--- config.mk ---
export PLATFORM = sky130hd
export DESIGN_NAME = lce_scan
export DESIGN_NICKNAME = d
export VERILOG_FILES = /design/src/sv/lru_cache_with_expiry_defines.svh /design/src/sv/lce_pkg.sv /design/src/sv/lce_scan.sv
export SDC_FILE = /design/constraint.sdc
export NUM_CORES = 1
export LEC_CHECK = 0
export BUFFER_PORTS_ARGS = -buffer_cell sky130_fd_sc_hd__buf_2
export CORE_ASPECT_RATIO = 0.7
export CORE_MARGIN = 10
export CORE_UTILIZATION = 40
export CTS_CLUSTER_SIZE = 16
export DETAILED_ROUTE_END_ITERATION = 8
export GPL_TIMING_DRIVEN = 1
export PLACE_DENSITY = 0.72
export SETUP_SLACK_MARGIN = 0.4
export SYNTH_ARGS = -nofsm -noshare
export SYNTH_HDL_FRONTEND = slang
export SYNTH_SLANG_ARGS = --single-unit
--- constraint.sdc ---
create_clock -name clk -period 6.8 [get_ports clk]
set_clock_uncertainty 0.05 [all_clocks]
set_input_delay 1.36 -clock clk [delete_from_list [all_inputs] [get_ports clk]]
set_output_delay 1.36 -clock clk [all_outputs]
set_load 0.005 [all_outputs]
--- src/sv/lru_cache_with_expiry_defines.svh ---
// Assertion macros for the LRU cache with expiry.
// Needs clk and rst_n in scope at the point of use.
`ifndef LRU_CACHE_WITH_EXPIRY_DEFINES_SVH
`define LRU_CACHE_WITH_EXPIRY_DEFINES_SVH

`ifndef ASSERT_OFF
`define LCE_ASSERT_IMP(name, ante, cons) \
  name: assert property (@(posedge clk) disable iff (!rst_n) (ante) |-> (cons)) \
    else $error("assertion failed: %m");
`define LCE_ASSERT_NXT(name, ante, cons) \
  name: assert property (@(posedge clk) disable iff (!rst_n) (ante) |=> (cons)) \
    else $error("assertion failed: %m");
`else
`define LCE_ASSERT_IMP(name, ante, cons)
`define LCE_ASSERT_NXT(name, ante, cons)
`endif

`endif

--- src/sv/lce_pkg.sv ---
// Shared types and constants for the LRU cache with expiry.
// No dependencies.
package lce_pkg;

  localparam int ENTRIES_DEF = 32;
  localparam int KEY_W = 64;
  localparam int TIME_W = 31;
  localparam int VAL_W = 16;
  localparam int TTL_W = 16;
  localparam int OUT_IDX_W = 5;
  localparam int CFG_IDX_W = 1;
  localparam int CFG_DATA_W = 31;

  localparam logic [TTL_W-1:0] TTL_RESET = 16'd100;
  localparam logic [TIME_W-1:0] INV_RESET = '0;

  localparam logic [CFG_IDX_W-1:0] REG_TTL = 1'd0;
  localparam logic [CFG_IDX_W-1:0] REG_INV = 1'd1;

  typedef struct packed {
    logic [KEY_W-1:0]  key;
    logic [TIME_W-1:0] ft;
    logic [TIME_W-1:0] lu;
    logic [VAL_W-1:0]  val;
  } lce_row_t;

  typedef struct packed {
    logic stop;
    logic matched;
    logic fresh;
  } lce_scan_st_t;

  typedef enum logic [1:0] {
    ST_IDLE,
    ST_SCAN,
    ST_DECIDE,
    ST_FINISH
  } lce_state_t;

endpackage

--- src/sv/lce_scan.sv ---
// Scan compare unit: checks one entry per cycle for empty, key match and LRU age,
// and judges freshness of the match. Depends on lce_pkg.
module lce_scan import lce_pkg::*; #(
  parameter int ENTRIES = ENTRIES_DEF,
  localparam int IW = $clog2(ENTRIES)
) (
  input  logic              clk,
  input  logic              rst_n,
  input  logic              start,
  input  logic              chk_pend,
  input  logic [IW-1:0]     chk_idx,
  input  lce_row_t          row,
  input  logic              row_vld,
  input  logic [KEY_W-1:0]  req_key,
  input  logic [TIME_W-1:0] req_now,
  input  logic [TTL_W-1:0]  ttl,
  input  logic [TIME_W-1:0] inv,
  output lce_scan_st_t      st,
  output logic [IW-1:0]     slot,
  output logic [TIME_W-1:0] match_ft,
  output logic [VAL_W-1:0]  match_val
);

  logic matched_r, matched_nxt;
  logic empty_r, empty_nxt;
  logic [IW-1:0] slot_r, slot_nxt;
  logic [IW-1:0] lru_idx_r, lru_idx_nxt;
  logic [TIME_W-1:0] lru_age_r, lru_age_nxt;
  logic [TIME_W-1:0] match_ft_r, match_ft_nxt;
  logic [VAL_W-1:0] match_val_r, match_val_nxt;
  logic empty_here, match_here, last, older, fresh;

  always_comb begin
    empty_here = !row_vld || row.ft == '0;
    match_here = !empty_here && row.key == req_key;
    last = chk_idx == IW'(ENTRIES - 1);
    older = chk_idx == '0 || row.lu < lru_age_r;
    fresh = match_ft_r > inv &&
            ({1'b0, match_ft_r} + {{(TIME_W + 1 - TTL_W){1'b0}}, ttl}) > {1'b0, req_now};

    matched_nxt = matched_r;
    empty_nxt = empty_r;
    slot_nxt = slot_r;
    lru_idx_nxt = lru_idx_r;
    lru_age_nxt = lru_age_r;
    match_ft_nxt = match_ft_r;
    match_val_nxt = match_val_r;
    if (start) begin
      matched_nxt = 1'b0;
      empty_nxt = 1'b0;
    end else if (chk_pend) begin
      if (empty_here) begin
        empty_nxt = 1'b1;
        slot_nxt = chk_idx;
      end else if (match_here) begin
        matched_nxt = 1'b1;
        slot_nxt = chk_idx;
        match_ft_nxt = row.ft;
        match_val_nxt = row.val;
      end else if (older) begin
        lru_idx_nxt = chk_idx;
        lru_age_nxt = row.lu;
      end
    end
  end

  always_ff @(posedge clk) begin
    if (!rst_n) begin
      matched_r <= 1'b0;
      empty_r <= 1'b0;
    end else begin
      matched_r <= matched_nxt;
      empty_r <= empty_nxt;
    end
  end

  always_ff @(posedge clk) begin
    slot_r <= slot_nxt;
    lru_idx_r <= lru_idx_nxt;
    lru_age_r <= lru_age_nxt;
    match_ft_r <= match_ft_nxt;
    match_val_r <= match_val_nxt;
  end

  assign st.stop = chk_pend && (empty_here || match_here || last);
  assign st.matched = matched_r;
  assign st.fresh = matched_r && fresh;
  assign slot = (matched_r || empty_r) ? slot_r : lru_idx_r;
  assign match_ft = match_ft_r;
  assign match_val = match_val_r;

endmodule

==> metrics.md <==
| Metric | Value |
|---|---|
| Status | finished clean |
| Crit. Startpoint | ttl[0] |
| Pwr dens | 151 mW/mm^2 |
| Worst Path Buf+Inv | 4 |
| Async set-or-reset flop fraction in the synthesized netlist | 0% |
| First-pass GRT wire length | 34300 um |
| Starting density of the core | 40.5% |
| CTS Hold Bufs | 0 |
| Reg power frac | 43.4% |
| DRC errors left | 0 |
| Dominant cell type by area after synthesis | edfxtp_1 |
| CP delay by family, top | compound AO/OA/AOI/OAI gates |
| Slack of the critical path | 0.522 ns |
| Die width | 177 um |
| Finished Cell Area | 0.00941 sq mm |
| Post-synthesis sequential area ratio | 38.9% |
| First-pass DRT Iterations | 5 |
| Worst path cell trace | buf_8 -> ha_4 -> inv_2 -> fa_2 -> nand2b_4 -> a211o_1 -> a21oi_4 -> a2111oi_4 -> o31ai_4 -> buf_6 -> nand3_1 -> xnor2_1 -> ha_1 -> nand3_1 -> nor4_2 -> a221oi_2 -> a31o_2 -> a211oi_2 -> buf_2 |
| Vias in the first global route | 6754 |
| Via density | 4.92 |
| Post-placement cell area | 0.00893 sq mm |
| Leak | 4.54 nW |
| Clock Sinks | 90 |
| Critical path class | in2out |
| Place WS | 0.219 ns |
| Sw Pwr | 0.365 mW |
| Io pins | 349 |
| Setup crit end | st[0] |
| Crit. path cell count | 19 |
| Iter 0 DRT Violations | 306 |
| Crit-path most repeated cell | nand3_1 |
| RSZ-0062 raised after global routing | true |
| Crit path launch type | primary input |
| CTS tree | yes |
| Post-synth EDFFs | 88 |
| Core ar. | 0.0170 sq mm |
| Yosys warning count | 0 |
| Rows | 40 |
| CP Data Required Time | 5.39 ns |
| TritonCTS buffer count | 9 |
| Power, Total | 1.42 mW |
| Final wirelength | 22600 um |
| CTS clk-pin slew, worst paths | 0.06 ns |
| Final Core Density | 55.3% |
| Peak ir drop on the vdd network | 0.107 mV |
| Area of the multi-input gates | 0.00391 sq mm |
| Fmax | 0.159 GHz |
| Post-DRT Antenna Nets | 0 |
| Synth top area cells | edfxtp_1 (38%), ha_1 (20%), xnor2_1 (11%) |
| Initial antenna violation count | 3 |
| H-tree level count | 3 |
| TNS Setup | 0 ns |
| Inst Count DP | 1239 |
| Vias | 6217 |
| Synth cell types | 53 |
| Final setup viols | 0 |
| Proportion of power drawn by the clock network | 35.8% |
| Worst-margin pin slew | 0.653 ns |
| Syn Nets | 1062 |
| Syn Inst Count | 659 |
| Drt wl/cell | 17.9 um |
| Minimum clock period | 6.28 ns |
| Post-Layout Cell Count | 1264 |
| Avg Inst Size Synth | 10.5 sq um |
| Internal Pwr Total | 1.06 mW |
| GRT Util Overall | 19.0% |
| Root Driver | clkbuf_16 |
| DP Wirelength | 19800 um |
| Mapped cell area | 0.00689 sq mm |
| Layout area overhead | 36.5% |
| Slowest CP cell | fa_2 |
| Worst Setup End Kind | output port |
| Top-area cell type share of the netlist area | 38.3% |
| Critical path data arrival time | 4.87 ns |
| Top_reg_cell synth | edfxtp_1 |
| Die area | 0.0230 sq mm |
| Worst reg2reg path depth | 10 |
| Final layout net count | 1430 |
| Largest net degree at the start of global routing | 48 |
| Switching share of power | 25.6% |
| Crit-path max cell delay | 0.37 ns |
| Worst slew margin | 56.4% |
| Hold Slack | 0.421 ns |
| RR Endpoint | lru_age_r[15] |
| Seq cells post-synth | 90 |
| Die height | 130 um |
| Hold Fails Final Rpt | 0 |
| Final period util | 92.3% |
| Max-slew violations | 0 |
| Worst hold path class | reg2reg |
| Fillers | 1539 |
| Clk_lat worst skew | 0.35 ns |
| Peak fanout along the critical path | 8 |
| GP Congestion | 0.926 |
| Clock buffer depth | 2 |
| Total grt overflow | 0 |
| Combinational share of power | 20.9% |
| R2R Path Start | lru_age_r[20] |
| Layout cells sized above 1 | 39.3% |
| Number of I/O port buffers | 348 |
| R2R Setup Slk | 3.82 ns |
| Sequential cell area | 0.00268 sq mm |
| Max-cap violations | 0 |
| Count leader, synth | ha_1 |
| Synth top cells by count | ha_1 (108), inv_1 (102), edfxtp_1 (88) |
-- cells by family after synthesis --
logic type | count (synthesis) | synth area share (%)
AND/OR/NAND/NOR | 147 | 11.7
AO/OA/AOI/OAI | 112 | 11.2
adder cells (fa/ha/maj) | 109 | 19.9
buffers and inverters | 103 | 5.66
XOR/XNOR | 93 | 11.8
flip-flops | 90 | 38.9
multiplexers | 5 | 0.817
-- worst register-to-register path: cells and delay by family, from the launching register on --
kind | cells | cell delay, ns
and+or+nand+nor | 3 | 0.26
DFF | 1 | 0.36
buffers and inverters | 2 | 0.51
AOI/OAI and AO/OA | 4 | 1.22
adders and majority gates | 1 | 0.24
-- how the worst min path moves through the flow --
stage,from,cells past startpoint,end
floorplan,empty_r,2,empty_r
global placement,empty_r,2,empty_r
detailed placement,empty_r,2,empty_r
CTS,empty_r,2,empty_r
global route,empty_r,2,empty_r
finish,empty_r,2,empty_r
-- cell usage in the layout (no fill, tap or decap), types with 3 or more instances in the layout --
| cell | n |
|---|---|
| xor2_1 | 6 |
| buf_2 | 347 |
| clkinv_4 | 3 |
| inv_1 | 101 |
| buf_4 | 9 |
| nand4_1 | 35 |
| o21ai_0 | 13 |
| nand2b_1 | 4 |
| a21oi_1 | 41 |
| mux2_2 | 5 |
| ha_1 | 107 |
| nor3_1 | 3 |
| nor2_1 | 23 |
| clkbuf_16 | 9 |
| nor2b_1 | 6 |
| a21o_1 | 18 |
| xnor2_1 | 87 |
| a211oi_1 | 5 |
| edfxtp_1 | 88 |
| and4_1 | 4 |
| nand2_1 | 26 |
| nor4_1 | 11 |
| nand3_1 | 16 |
| o211ai_1 | 3 |
-- power groups by stage --
stage / Clock [mW] / Combinational [mW] / Sequential (mW)
2_1_floorplan: 0 / 0.149 / 0.630
3_3_place_gp: 0 / 0.279 / 0.630
3_5_place_dp: 0 / 0.287 / 0.630
4_1_cts: 0.526 / 0.291 / 0.618
5_1_grt: 0.547 / 0.335 / 0.618
6_report: 0.510 / 0.297 / 0.618
-- timing repair --
action,CTS,global route
pin swaps,4,17
endpoints found under the setup margin,1,1
setup buffers,3,5
resized for setup,4,17
-- registers in the layout, summed over array words and instances (netlist names) --
name	cells
matched_r	1
match_val	16
lru_idx_r	5
empty_r	1
slot_r	5
match_ft	31
lru_age_r	31
-- metal layers --
| layer | vias to the layer above | GRT usage (%) | routed length (um) |
|---|---|---|---|
| met2 | 263 | 32.3 | 10800 |
| met3 | 31 | 7.77 | 2390 |
| met4 | 2 | 5.13 | 392 |
| met1 | 2793 | 21.7 | 9050 |
| met5 | - | 0 | 18 |
| li1 | 3128 | - | - |
-- area by class of cell --
class | instances | share of cell area [%]
antenna | 2 | 0.0532
timing repair buffer | 358 | 19.5
clock inverter | 6 | 0.851
tap | 231 | 3.07
inverter | 102 | 4.07
clock buffer | 9 | 2.39
multi-input combinational | 466 | 41.6
sequential | 90 | 28.5
Power figures use the tool's default switching activity.
